[config.mk]
export PLATFORM = sky130hd
export DESIGN_NAME = koch_curve_point_generator_unit
export DESIGN_NICKNAME = d
export VERILOG_FILES = /design/src/hdl/kcpg_pkg.sv /design/src/hdl/koch_curve_point_generator_unit.sv /design/src/hdl/kcpg_mul.sv /design/src/hdl/kcpg_upd.sv
export VERILOG_INCLUDE_DIRS = /design/src /design/src/hdl
export SDC_FILE = /design/constraint.sdc
export NUM_CORES = 2
export LEC_CHECK = 0
export ABC_AREA = 0
export BUFFER_PORTS_ARGS = -buffer_cell sky130_fd_sc_hd__buf_2
export CORE_ASPECT_RATIO = 0.75
export CORE_MARGIN = 5
export CORE_UTILIZATION = 51
export DETAILED_ROUTE_END_ITERATION = 6
export HOLD_SLACK_MARGIN = 0.06
export PLACE_DENSITY_LB_ADDON = 0.2
export SLEW_MARGIN = 0
export SYNTH_ARGS = -nofsm -noshare
export SYNTH_HDL_FRONTEND = slang
export SYNTH_SLANG_ARGS = --single-unit
[constraint.sdc]
create_clock -name clk -period 20.6 [get_ports clk]
set_input_delay 5.15 -clock clk [delete_from_list [all_inputs] [get_ports clk]]
set_output_delay 5.15 -clock clk [all_outputs]
set_load 0.01 [all_outputs]
[src/hdl/koch_curve_point_generator_unit_assert.svh]
// ---------------------------------------------------------------------------
// Koch curve point generator assertion macros
// Shared concurrent assertion forms, clocked on clk and disabled in reset.
// ---------------------------------------------------------------------------
`ifndef KOCH_CURVE_POINT_GENERATOR_UNIT_ASSERT_SVH
`define KOCH_CURVE_POINT_GENERATOR_UNIT_ASSERT_SVH

// The consequent must hold in the same cycle as the antecedent.
`define KCPG_ASSERT_NOW(label, ante, cons, msg) \
	label: assert property (@(posedge clk) disable iff (!arst_n) (ante) |-> (cons)) \
		else $error(msg);

// The consequent must hold in the cycle after the antecedent.
`define KCPG_ASSERT_NEXT(label, ante, cons, msg) \
	label: assert property (@(posedge clk) disable iff (!arst_n) (ante) |=> (cons)) \
		else $error(msg);

`endif

[src/hdl/kcpg_pkg.sv]
// ---------------------------------------------------------------------------
// Koch curve point generator package
// Widths, constants and shared types of the point generator.
// ---------------------------------------------------------------------------
package kcpg_pkg;

	// Field and datapath widths.
	localparam int COORD_W   = 32;
	localparam int EXT_W     = COORD_W + 2;
	localparam int MAG_W     = COORD_W;
	localparam int PROD_W    = 2 * MAG_W;
	localparam int DEPTH_W   = 3;
	localparam int IDX_W     = 12;
	localparam int MAX_DEPTH = 6;

	localparam logic [DEPTH_W-1:0] MAX_DEPTH_CODE = DEPTH_W'(MAX_DEPTH);

	// Reciprocal of three: floor(m / 3) = (m * RECIP3) >> RECIP_SHIFT for m < 2^32.
	localparam logic [MAG_W-1:0] RECIP3      = 32'hAAAA_AAAB;
	localparam int               RECIP_SHIFT = 33;

	// sqrt(3)/6 as a 24-bit fraction.
	localparam logic [MAG_W-1:0] KOCH_K     = 32'd4843165;
	localparam int               KOCH_SHIFT = 24;

	typedef logic signed [COORD_W-1:0] coord_t;
	typedef logic signed [EXT_W-1:0]   ext_t;
	typedef logic        [MAG_W-1:0]   mag_t;
	typedef logic        [PROD_W-1:0]  prod_t;

	// Constant operand of the shared multiplier.
	typedef enum logic [0:0] {
		MC_RECIP3,
		MC_KOCH
	} mul_const_t;

	// Base-4 digit of the point index: which of the four pieces is kept.
	typedef enum logic [1:0] {
		DIG_FIRST = 2'd0,
		DIG_RISE  = 2'd1,
		DIG_FALL  = 2'd2,
		DIG_LAST  = 2'd3
	} digit_t;

	// Current segment.
	typedef struct packed {
		coord_t x1;
		coord_t y1;
		coord_t x2;
		coord_t y2;
	} seg_t;

	// Terms gathered over one subdivision level.
	typedef struct packed {
		mag_t   q_dx;
		logic   r2_dx;
		logic   neg_dx;
		mag_t   q_dy;
		logic   r2_dy;
		logic   neg_dy;
		mag_t   k_dx;
		mag_t   k_dy;
		coord_t mid_x;
		coord_t mid_y;
	} terms_t;

endpackage

[src/hdl/koch_curve_point_generator_unit.sv]
// The result word is registered in ST_DONE once L levels are worked, where L is the depth
// limited to six; an out-of-range index or a zero depth goes from ST_IDLE straight to ST_DONE.
// No new word is accepted until the result leaves ST_DONE, which holds while pt_stall blocks it.
// Each level takes six steps: a difference step, four passes through the one shared
// 32x32 multiplier (two thirds, two apex offsets) and an update step.
// Reset clears the sequencer and the output valid; the block is ready in the first cycle.
// ---------------------------------------------------------------------------
// Koch curve point generator
// Walks the base-4 digits of a point index down the Koch construction over a
// segment and returns the end point of the indexed sub-segment.
// ---------------------------------------------------------------------------
module koch_curve_point_generator_unit
	import kcpg_pkg::*;
(
	input  logic               clk,
	input  logic               arst_n,
	input  logic               seg_valid,
	output logic               seg_stall,
	input  coord_t             x_start,
	input  coord_t             y_start,
	input  coord_t             x_end,
	input  coord_t             y_end,
	input  logic [DEPTH_W-1:0] depth,
	input  logic [IDX_W-1:0]   point_index,
	output logic               pt_valid,
	input  logic               pt_stall,
	output coord_t             point_x,
	output coord_t             point_y,
	output logic               index_too_large
);

	typedef enum logic [2:0] {
		ST_IDLE,
		ST_DIFF,
		ST_M0,
		ST_M1,
		ST_M2,
		ST_M3,
		ST_UPD,
		ST_DONE
	} state_t;

	state_t             state_q;
	logic [DEPTH_W-1:0] lvl_q;
	logic               flag_q;
	seg_t               seg_q;
	terms_t             terms_q;
	logic [IDX_W-1:0]   idx_q;
	mag_t               mag_dx_q;
	mag_t               mag_dy_q;

	logic               accept;
	logic [DEPTH_W-1:0] depth_clamp;
	logic               too_large;
	logic [DEPTH_W-1:0] lvl_m1;
	digit_t             digit;
	ext_t               dx_w;
	ext_t               dy_w;
	ext_t               adx_w;
	ext_t               ady_w;
	ext_t               sum_x;
	ext_t               sum_y;
	ext_t               half_x;
	ext_t               half_y;
	mag_t               mul_mag;
	mul_const_t         mul_sel;
	prod_t              prod_q;
	mag_t               quot;
	mag_t               rem_mag;
	logic [MAG_W+1:0]   rem;
	logic               rem_is2;
	mag_t               kprod;
	terms_t             terms_w;
	seg_t               nxt_seg;

	// Input handshake: one word at a time.
	assign seg_stall = (state_q != ST_IDLE);
	assign accept    = seg_valid && !seg_stall;

	// Depth limit and index range check.
	assign depth_clamp = (depth > MAX_DEPTH_CODE) ? MAX_DEPTH_CODE : depth;
	assign too_large   = (point_index >> {depth_clamp, 1'b0}) != '0;

	// Digit of the current level, most significant first.
	assign lvl_m1 = lvl_q - DEPTH_W'(1);
	assign digit  = digit_t'(idx_q[{lvl_m1, 1'b0} +: 2]);

	// Differences, magnitudes and midpoints truncated toward zero.
	assign dx_w   = ext_t'(seg_q.x2) - ext_t'(seg_q.x1);
	assign dy_w   = ext_t'(seg_q.y2) - ext_t'(seg_q.y1);
	assign adx_w  = dx_w[EXT_W-1] ? -dx_w : dx_w;
	assign ady_w  = dy_w[EXT_W-1] ? -dy_w : dy_w;
	assign sum_x  = ext_t'(seg_q.x1) + ext_t'(seg_q.x2);
	assign sum_y  = ext_t'(seg_q.y1) + ext_t'(seg_q.y2);
	assign half_x = (sum_x + ext_t'({1'b0, sum_x[EXT_W-1]})) >>> 1;
	assign half_y = (sum_y + ext_t'({1'b0, sum_y[EXT_W-1]})) >>> 1;

	// Operand schedule of the shared multiplier.
	always_comb begin
		unique case (state_q)
			ST_M0: begin
				mul_mag = mag_dx_q;
				mul_sel = MC_RECIP3;
			end
			ST_M1: begin
				mul_mag = mag_dy_q;
				mul_sel = MC_RECIP3;
			end
			ST_M2: begin
				mul_mag = mag_dy_q;
				mul_sel = MC_KOCH;
			end
			ST_M3: begin
				mul_mag = mag_dx_q;
				mul_sel = MC_KOCH;
			end
			default: begin
				mul_mag = mag_dx_q;
				mul_sel = MC_RECIP3;
			end
		endcase
	end

	kcpg_mul u_mul (
		.clk    (clk),
		.mag    (mul_mag),
		.sel    (mul_sel),
		.prod_q (prod_q)
	);

	// Quotient by three and a check for a remainder of two.
	assign quot    = {1'b0, prod_q[PROD_W-1:RECIP_SHIFT]};
	assign rem_mag = (state_q == ST_M1) ? mag_dx_q : mag_dy_q;
	assign rem     = {2'b00, rem_mag} - ({1'b0, quot, 1'b0} + {2'b00, quot});
	assign rem_is2 = (rem == (MAG_W+2)'(2));

	// Scaled perpendicular offset.
	assign kprod = prod_q[KOCH_SHIFT +: MAG_W];

	// Terms of the level, with the last product taken straight from the multiplier.
	always_comb begin
		terms_w      = terms_q;
		terms_w.k_dx = kprod;
	end

	kcpg_upd u_upd (
		.seg   (seg_q),
		.terms (terms_w),
		.digit (digit),
		.nxt   (nxt_seg)
	);

	// Sequencer and output register.
	always_ff @(posedge clk or negedge arst_n) begin
		if (!arst_n) begin
			state_q         <= ST_IDLE;
			lvl_q           <= '0;
			flag_q          <= 1'b0;
			pt_valid        <= 1'b0;
			point_x         <= '0;
			point_y         <= '0;
			index_too_large <= 1'b0;
		end else begin
			if (pt_valid && !pt_stall && state_q != ST_DONE) begin
				pt_valid <= 1'b0;
			end
			unique case (state_q)
				ST_IDLE: begin
					if (seg_valid) begin
						lvl_q  <= depth_clamp;
						flag_q <= too_large;
						if (too_large || depth_clamp == '0) begin
							state_q <= ST_DONE;
						end else begin
							state_q <= ST_DIFF;
						end
					end
				end
				ST_DIFF: state_q <= ST_M0;
				ST_M0:   state_q <= ST_M1;
				ST_M1:   state_q <= ST_M2;
				ST_M2:   state_q <= ST_M3;
				ST_M3:   state_q <= ST_UPD;
				ST_UPD: begin
					if (lvl_q == DEPTH_W'(1)) begin
						state_q <= ST_DONE;
					end else begin
						lvl_q   <= lvl_m1;
						state_q <= ST_DIFF;
					end
				end
				ST_DONE: begin
					if (!pt_valid || !pt_stall) begin
						pt_valid        <= 1'b1;
						point_x         <= seg_q.x2;
						point_y         <= seg_q.y2;
						index_too_large <= flag_q;
						state_q         <= ST_IDLE;
					end
				end
				default: state_q <= ST_IDLE;
			endcase
		end
	end

	// Segment and level terms.
	always_ff @(posedge clk) begin
		if (accept) begin
			idx_q    <= point_index;
			seg_q.x1 <= x_start;
			seg_q.y1 <= y_start;
			seg_q.x2 <= too_large ? coord_t'(0) : x_end;
			seg_q.y2 <= too_large ? coord_t'(0) : y_end;
		end
		if (state_q == ST_DIFF) begin
			mag_dx_q       <= adx_w[MAG_W-1:0];
			mag_dy_q       <= ady_w[MAG_W-1:0];
			terms_q.neg_dx <= dx_w[EXT_W-1];
			terms_q.neg_dy <= dy_w[EXT_W-1];
			terms_q.mid_x  <= half_x[COORD_W-1:0];
			terms_q.mid_y  <= half_y[COORD_W-1:0];
		end
		if (state_q == ST_M1) begin
			terms_q.q_dx  <= quot;
			terms_q.r2_dx <= rem_is2;
		end
		if (state_q == ST_M2) begin
			terms_q.q_dy  <= quot;
			terms_q.r2_dy <= rem_is2;
		end
		if (state_q == ST_M3) begin
			terms_q.k_dy <= kprod;
		end
		if (state_q == ST_M0) begin
			terms_q.k_dx <= terms_q.k_dx;
		end
		if (state_q == ST_UPD) begin
			seg_q <= nxt_seg;
		end
	end

	`include "koch_curve_point_generator_unit_assert.svh"

	`KCPG_ASSERT_NEXT(a_skip, accept && too_large, state_q == ST_DONE && flag_q, "range skip")
	`KCPG_ASSERT_NOW(a_lvl, state_q == ST_DIFF, lvl_q != '0 && lvl_q <= MAX_DEPTH_CODE, "level")
	`KCPG_ASSERT_NEXT(a_out, state_q == ST_DONE && !pt_stall, pt_valid && state_q == ST_IDLE, "out")
	`KCPG_ASSERT_NOW(a_flag, pt_valid && index_too_large, point_x == '0 && point_y == '0, "flag")

endmodule

[src/hdl/kcpg_mul.sv]
// ---------------------------------------------------------------------------
// Koch curve point generator shared multiplier
// Unsigned 32x32 product of a magnitude and a selected constant, registered.
// ---------------------------------------------------------------------------
module kcpg_mul
	import kcpg_pkg::*;
(
	input  logic       clk,
	input  mag_t       mag,
	input  mul_const_t sel,
	output prod_t      prod_q
);

	mag_t cval;

	// Pick the constant operand.
	always_comb begin
		unique case (sel)
			MC_RECIP3: cval = RECIP3;
			MC_KOCH:   cval = KOCH_K;
			default:   cval = RECIP3;
		endcase
	end

	// Registered product.
	always_ff @(posedge clk) begin
		prod_q <= {{MAG_W{1'b0}}, mag} * {{MAG_W{1'b0}}, cval};
	end

endmodule

[src/hdl/kcpg_upd.sv]
// ---------------------------------------------------------------------------
// Koch curve point generator level update
// Forms the division points and the apex and keeps the piece the digit picks.
// ---------------------------------------------------------------------------
module kcpg_upd
	import kcpg_pkg::*;
(
	input  seg_t   seg,
	input  terms_t terms,
	input  digit_t digit,
	output seg_t   nxt
);

	// Clamp a wide value to the coordinate range.
	function automatic coord_t sat_coord(input ext_t v);
		coord_t r;
		if (&v[EXT_W-1:COORD_W-1] || ~|v[EXT_W-1:COORD_W-1]) begin
			r = v[COORD_W-1:0];
		end else if (v[EXT_W-1]) begin
			r = {1'b1, {(COORD_W-1){1'b0}}};
		end else begin
			r = {1'b0, {(COORD_W-1){1'b1}}};
		end
		return r;
	endfunction

	// Give a magnitude its sign back, truncation toward zero kept.
	function automatic ext_t signed_term(input logic neg, input mag_t m);
		ext_t e;
		e = ext_t'({2'b00, m});
		return neg ? -e : e;
	endfunction

	mag_t   q2_dx;
	mag_t   q2_dy;
	coord_t p1x;
	coord_t p1y;
	coord_t p2x;
	coord_t p2y;
	coord_t ax;
	coord_t ay;

	// Two thirds from the one third and its remainder.
	assign q2_dx = {terms.q_dx[MAG_W-2:0], 1'b0} + mag_t'(terms.r2_dx);
	assign q2_dy = {terms.q_dy[MAG_W-2:0], 1'b0} + mag_t'(terms.r2_dy);

	// Division points at one and two thirds.
	assign p1x = sat_coord(ext_t'(seg.x1) + signed_term(terms.neg_dx, terms.q_dx));
	assign p1y = sat_coord(ext_t'(seg.y1) + signed_term(terms.neg_dy, terms.q_dy));
	assign p2x = sat_coord(ext_t'(seg.x1) + signed_term(terms.neg_dx, q2_dx));
	assign p2y = sat_coord(ext_t'(seg.y1) + signed_term(terms.neg_dy, q2_dy));

	// Apex off the midpoint along the perpendicular.
	assign ax = sat_coord(ext_t'(terms.mid_x) + signed_term(terms.neg_dy, terms.k_dy));
	assign ay = sat_coord(ext_t'(terms.mid_y) - signed_term(terms.neg_dx, terms.k_dx));

	// Keep the selected piece.
	always_comb begin
		nxt = seg;
		unique case (digit)
			DIG_FIRST: begin
				nxt.x2 = p1x;
				nxt.y2 = p1y;
			end
			DIG_RISE: begin
				nxt.x1 = p1x;
				nxt.y1 = p1y;
				nxt.x2 = ax;
				nxt.y2 = ay;
			end
			DIG_FALL: begin
				nxt.x1 = ax;
				nxt.y1 = ay;
				nxt.x2 = p2x;
				nxt.y2 = p2y;
			end
			DIG_LAST: begin
				nxt.x1 = p2x;
				nxt.y1 = p2y;
			end
			default: nxt = seg;
		endcase
	end

endmodule
# Yosys cells after proc, flatten, opt, wreduce, memory -nomap -nowiden
# Cells that the tools add are included.
# totals
regBits	503
input_bits	147
output_inout_bits	67
wordCells	161
# classes
n_addsub	25
n_mul	1
order_cmp	1
n_eq_ne	18
shift	2
n_mux	42
bitwise	1
reduce_logical	47
# ops
op	n
two-way mux 32 bit	18
case mux 64 bit (3 select lines)	2
two-way mux 128 bit	2
two-way mux 34 bit	6
adder 32 x 34 -> 34 bit	5
negation 32 -> 34 bit	4
negation 31 -> 34 bit	2
adder 32 x 32 -> 33 bit	2
adder 33 x 2 -> 33 bit	2
subtractor 32 x 32 -> 33 bit	2
adder 32 x 1 -> 32 bit	2
multiplier 32 x 32 -> 64 bit	1
negation 32 bit	2
case mux 32 bit (2 select lines)	1
== test 34 x 2 -> 1 bit, second input constant	1
subtractor 32 x 33 -> 34 bit	1
subtractor 32 x 34 -> 34 bit	1
adder 32 x 31 -> 33 bit	1
case mux 3 bit (8 select lines)	1
two-way mux 3 bit	7
AND reduction 3 bit	7
OR reduction 3 bit	6
== test 3 bit, second input constant	4
nonzero test 12 bit	1
other kinds (23)	56

# Logic depth before layout (Yosys ltp)
# logic_depth
word_depth	10
depth_mapped	39

# Modules after synthesis
# Synthesis repeated with hierarchy kept, for this count alone.
# hier_totals
hier_cells	8627
area_unflattened_um2	73424.2
# modules_own_cells
module	instances	cells_each	area_each_um2	seq_area_each_um2
koch_curve_point_generator_unit	1	3097	29893.7	12817.3
kcpg_mul	1	2561	24121.9	1281.2
kcpg_upd	1	2969	19408.6	0.0

# Worst setup path before layout
# Ideal clock, no wire load.
# synth_path
kind	register to register
start	register state_q[1]
end	register mag_dx_q[0], enable pin
arrival_ns	9.618
path_slack_ns	10.204
path_stages_with_launch	4
period_less_slack_ns	10.396
cell_sequence	dfrtp_1 -> clkbuf_1 -> buf_1 -> nor3_1
# synth_via
elab_chain_len	1
# synth_rtl
item	line	source
start: declaration	koch_curve_point_generator_unit.sv:43	state_t state_q;
start signal: assignment	koch_curve_point_generator_unit.sv:156	state_q <= ST_IDLE;
start signal: assignment	koch_curve_point_generator_unit.sv:173	state_q <= ST_DONE;
start signal: assignment	koch_curve_point_generator_unit.sv:175	state_q <= ST_DIFF;
== test 3 x 1 -> 1 bit	koch_curve_point_generator_unit.sv:215	if (state_q == ST_DIFF) begin
end signal: assignment	koch_curve_point_generator_unit.sv:216	mag_dx_q <= adx_w[MAG_W-1:0];
end: declaration	koch_curve_point_generator_unit.sv:49	mag_t mag_dx_q;
# No other way between the ends.
# A chain may end at the register's enable or synchronous reset.

# Worst setup path after layout
# layout_path
start	register state_q[2]
end	register u_mul.prod_q[62]
# layout_via
elab_chain_len	6
word_cells_on_any_way	10
classes_between	mul: 1; eq/ne: 3; mux: 3; bitwise: 1; reduce/logical: 2
# layout_rtl
item	line	source
== test 3 bit	koch_curve_point_generator_unit.sv:100	unique case (state_q)
OR reduction 2 bit (no source line)	--	
two-way mux 1 bit	koch_curve_point_generator_unit.sv:100	
NOT 1 bit	kcpg_mul.sv:18	unique case (sel)
case mux 32 bit (2 select lines)	kcpg_mul.sv:18	
multiplier 32 x 32 -> 64 bit *	kcpg_mul.sv:27	prod_q <= {{MAG_W{1'b0}}, mag} * {{MAG_W{1'b0}}, cval};
end signal: assignment	kcpg_mul.sv:27	
end: declaration	kcpg_mul.sv:11	output prod_t prod_q
# Every way passes the cells marked *; elsewhere a longest branch is shown, timed or not. The select of a mux whose other input is x is not followed.

==> implementation parameters <==
Parameter                              Value

STA
  Worst slew pin tran    1.205 ns
  Time the worst path needs with I/O delays and setup    13.32 ns
  Highest achievable clock rate    0.07507 GHz
  Final Hold Fails    0
  Slew headroom    0.1756
  Unrepaired setup endpoints after global routing    no
  Fin. max-slew vios    0
  Part of the cycle the worst path needs    0.6467
  Count of endpoints failing setup in the final report    0
  Post-route setup TNS    0 ns
  Maximum clock skew at final layout    0.03512 ns

Route
  Wire length after detailed routing    283400 um
  DR pass1 iterations    7
  Antenna-violating nets left    0
  Per-cell via count in the routed design    6.351
  Vias after detailed routing    61620
  # DRC    0
  Number of violations reported at the end of detailed-routing iteration 0    7769
  Routed wirelength normalized by instance count    29.21 um

Yosys
  Fraction of post-synthesis cell area in the top cell type by area    0.1681
  Cell types with the largest area share after synthesis    sky130_fd_sc_hd__fa_1 17%, sky130_fd_sc_hd__edfxtp_1 16%, sky130_fd_sc_hd__ha_1 14%
  Synth Area in Adders    0.3047
  Ys flop type    sky130_fd_sc_hd__edfxtp_1
  Unique cell type count in the Yosys netlist    105
  Post-synthesis instance area    68950 um2
  Area share of xor/xnor cells in the synthesized design    0.08599
  Synth Register Bits    479
  Complex-gate fraction of the synthesized area    0.1854
  Synth Warn #    0
  Biggest area consumer among synthesized cells    sky130_fd_sc_hd__fa_1
  Main combinational cell family by area after synthesis    adder cells
  Share of async-settable or async-resettable flops after synthesis    0.1524
  Count of mapped cells out of synthesis    7781
  Multiplexer share of the synthesized area    0.02319
  Part of the Yosys area used for sequential elements    0.1975
  Post-synthesis average cell area    8.862 um2
  Number of synthesized flops with an enable pin    366
  Simple-gate portion of the synthesized area    0.1284

Clock tree
  Register clock-pin slew on the reported worst setup and hold paths    0.07 ns
  CTS Buf Count    50
  H-Tree Level Count    2
  Clock insertion delay at the later pin of the skew report    0.67 ns
  Root buf cell    sky130_fd_sc_hd__clkbuf_16
  PostCTS Resize Cnt    0
  CTS tree    built
  Buffers from clock root to sink, at most    3
  Sinks on the clock net    479
  Post-CTS setup buffer count    0
  Number of buffers inserted by hold repair at cts    0

Layout
  Share of layout cells above drive strength 1    0.07166
  Multi-input gate area    50390 um2
  Fillers    12440
  Most frequent standard cell in the layout excluding fill and tap cells    sky130_fd_sc_hd__inv_1
  Fin nets    9364
  Area added between synthesis and finish    6.904%
  Area occupied by registers    13620 um2
  Top library cells by usage in the layout, fill and taps aside    1077 x sky130_fd_sc_hd__inv_1, 753 x sky130_fd_sc_hd__ha_1, 579 x sky130_fd_sc_hd__fa_1, 566 x sky130_fd_sc_hd__nand2_1, 517 x sky130_fd_sc_hd__a21oi_1

Worst setup path
  Startpoint of the worst-slack reg-to-reg timing path    state_q[2]$_DFFE_PN0P_
  Cell count of the worst reg-to-reg path    34
  Crit path largest cell delay    0.99 ns
  Category of the most critical setup path    register to register
  Slowest stage cell on the critical path    sky130_fd_sc_hd__o21ai_0
  Reg-to-reg slack, setup    7.28 ns
  Crit-path max FO    34
  Endpoint type of the worst setup path    register
  Nature of the critical path startpoint    register
  Data required time at the worst endpoint    21.19 ns
  Reg-to-reg critical path endpoint    u_mul.prod_q[62]$_DFF_P_
  WP data arrival    13.91 ns

Place
  Final GP Congestion    1.052
  Buffers on Ports    213
  Post-DP HPWL    237600 um

Global routing
  Congestion Overflow GR    0
  Number of global-route vias before repair    57380
  Aggregate global-route resource usage    0.3879
  Largest net degree at the start of global routing    75
  Antenna violations before repair    18
  First-pass GRT wire length    403500 um

Floorplan
  Number of ports placed on the die boundary    214
  Placement Rows    116
  Die outline height    328.4 um
  Die Outline Area    142700 um2
  Placeable core region    133800 um2
  Horiz. Die Dim    434.6 um
  Initial Util    0.5153

Run status
  Outcome    completed

Hold path
  Origin of the worst min-delay path    point_y[0]$_DFFE_PN0P_
  WHS Path Cells    2
  Class of the most critical hold timing path    register to register
  Worst-case hold path end point    point_y[0]$_DFFE_PN0P_

Run
  Count of max-cap constraint violations    0
## sequential cells by signal (all words and copies together) (netlist names)
signal,flops
index_too_large,1
u_mul.prod_q,40
point_y,32
point_x,32
pt_valid,1
idx_q,12
mag_dx_q,32
lvl_q,3
flag_q,1
seg_q,128
mag_dy_q,32
terms_q,162
state_q,3
## cells in the mapped netlist (74+ instances only)
master,number
sky130_fd_sc_hd__clkbuf_1,224
sky130_fd_sc_hd__nand3_1,110
sky130_fd_sc_hd__a21o_1,154
sky130_fd_sc_hd__nand2b_1,98
sky130_fd_sc_hd__a31oi_1,74
sky130_fd_sc_hd__mux2_2,82
sky130_fd_sc_hd__o31ai_1,80
sky130_fd_sc_hd__nor3_1,116
sky130_fd_sc_hd__edfxtp_1,366
sky130_fd_sc_hd__o21ai_0,456
sky130_fd_sc_hd__nand2_1,566
sky130_fd_sc_hd__ha_1,753
sky130_fd_sc_hd__inv_1,1077
sky130_fd_sc_hd__fa_1,579
sky130_fd_sc_hd__a21oi_1,518
sky130_fd_sc_hd__nor2_1,477
sky130_fd_sc_hd__xnor2_1,495
sky130_fd_sc_hd__xor2_1,182
## logic make-up after synthesis
logic type / after synthesis
flops: 479
fa+ha+maj: 1332
buf+inv: 1344
other cells: 1
xor+xnor: 677
compound gates: 1963
simple gates: 1838
mux: 147
## final cells by class
class,instances,area share
antenna,6,0.0002037
sequential,479,0.1847
multi-input combinational,5983,0.6836
clock buffer,62,0.01870
clock inverter,31,0.005313
tap,1770,0.03004
inverter,1081,0.05504
timing repair buffer,290,0.02234
## through the flow
step	cell area, um2	std cells	util	setup slack, ns	hold slack (ns)
after floorplan	69050	7806	-	10.20	0.4460
after CTS	73700	9696	0.5508	7.843	0.4942
final	73720	9702	0.5509	7.279	0.4894
after detailed placement	71930	9603	0.5375	7.933	0.4759
after global placement	71930	9603	0.5375	7.955	0.4624
after global routing	73700	9697	0.5508	7.045	0.5218
## worst max-delay path by stage
stage,startpoint,endpoint,depth (start not counted)
final,state_q[2]$_DFFE_PN0P_,u_mul.prod_q[62]$_DFF_P_,34
after global routing,state_q[2]$_DFFE_PN0P_,u_mul.prod_q[63]$_DFF_P_,34
after CTS,state_q[2]$_DFFE_PN0P_,u_mul.prod_q[62]$_DFF_P_,34
after detailed placement,state_q[2]$_DFFE_PN0P_,u_mul.prod_q[62]$_DFF_P_,34
after global placement,state_q[2]$_DFFE_PN0P_,u_mul.prod_q[63]$_DFF_P_,34
after floorplan,state_q[1]$_DFFE_PN0P_,mag_dx_q[0]$_DFFE_PP_,3
## critical path: cells and delay by family, from the launching register on
kind	cells	cell delay [ns]
simple gates	4	0.91
flops	1	0.73
fa+ha+maj	9	4.30
buf+inv	10	2.13
xor+xnor	1	0.16
compound gates	9	4.04
mux	1	0.86
## routing by layer
layer / up-vias / part of all wire / global-route usage
met5: - / 0.0015 / 0.01195
met4: 26 / 0.039 / 0.1230
met3: 499 / 0.13 / 0.1267
met2: 3512 / 0.39 / 0.5206
met1: 30320 / 0.45 / 0.5823
li1: 27270 / - / -
Power is left out: the tool's default activity adds up to more than one toggle a clock period on the data nets, which glitch-free logic cannot reach.
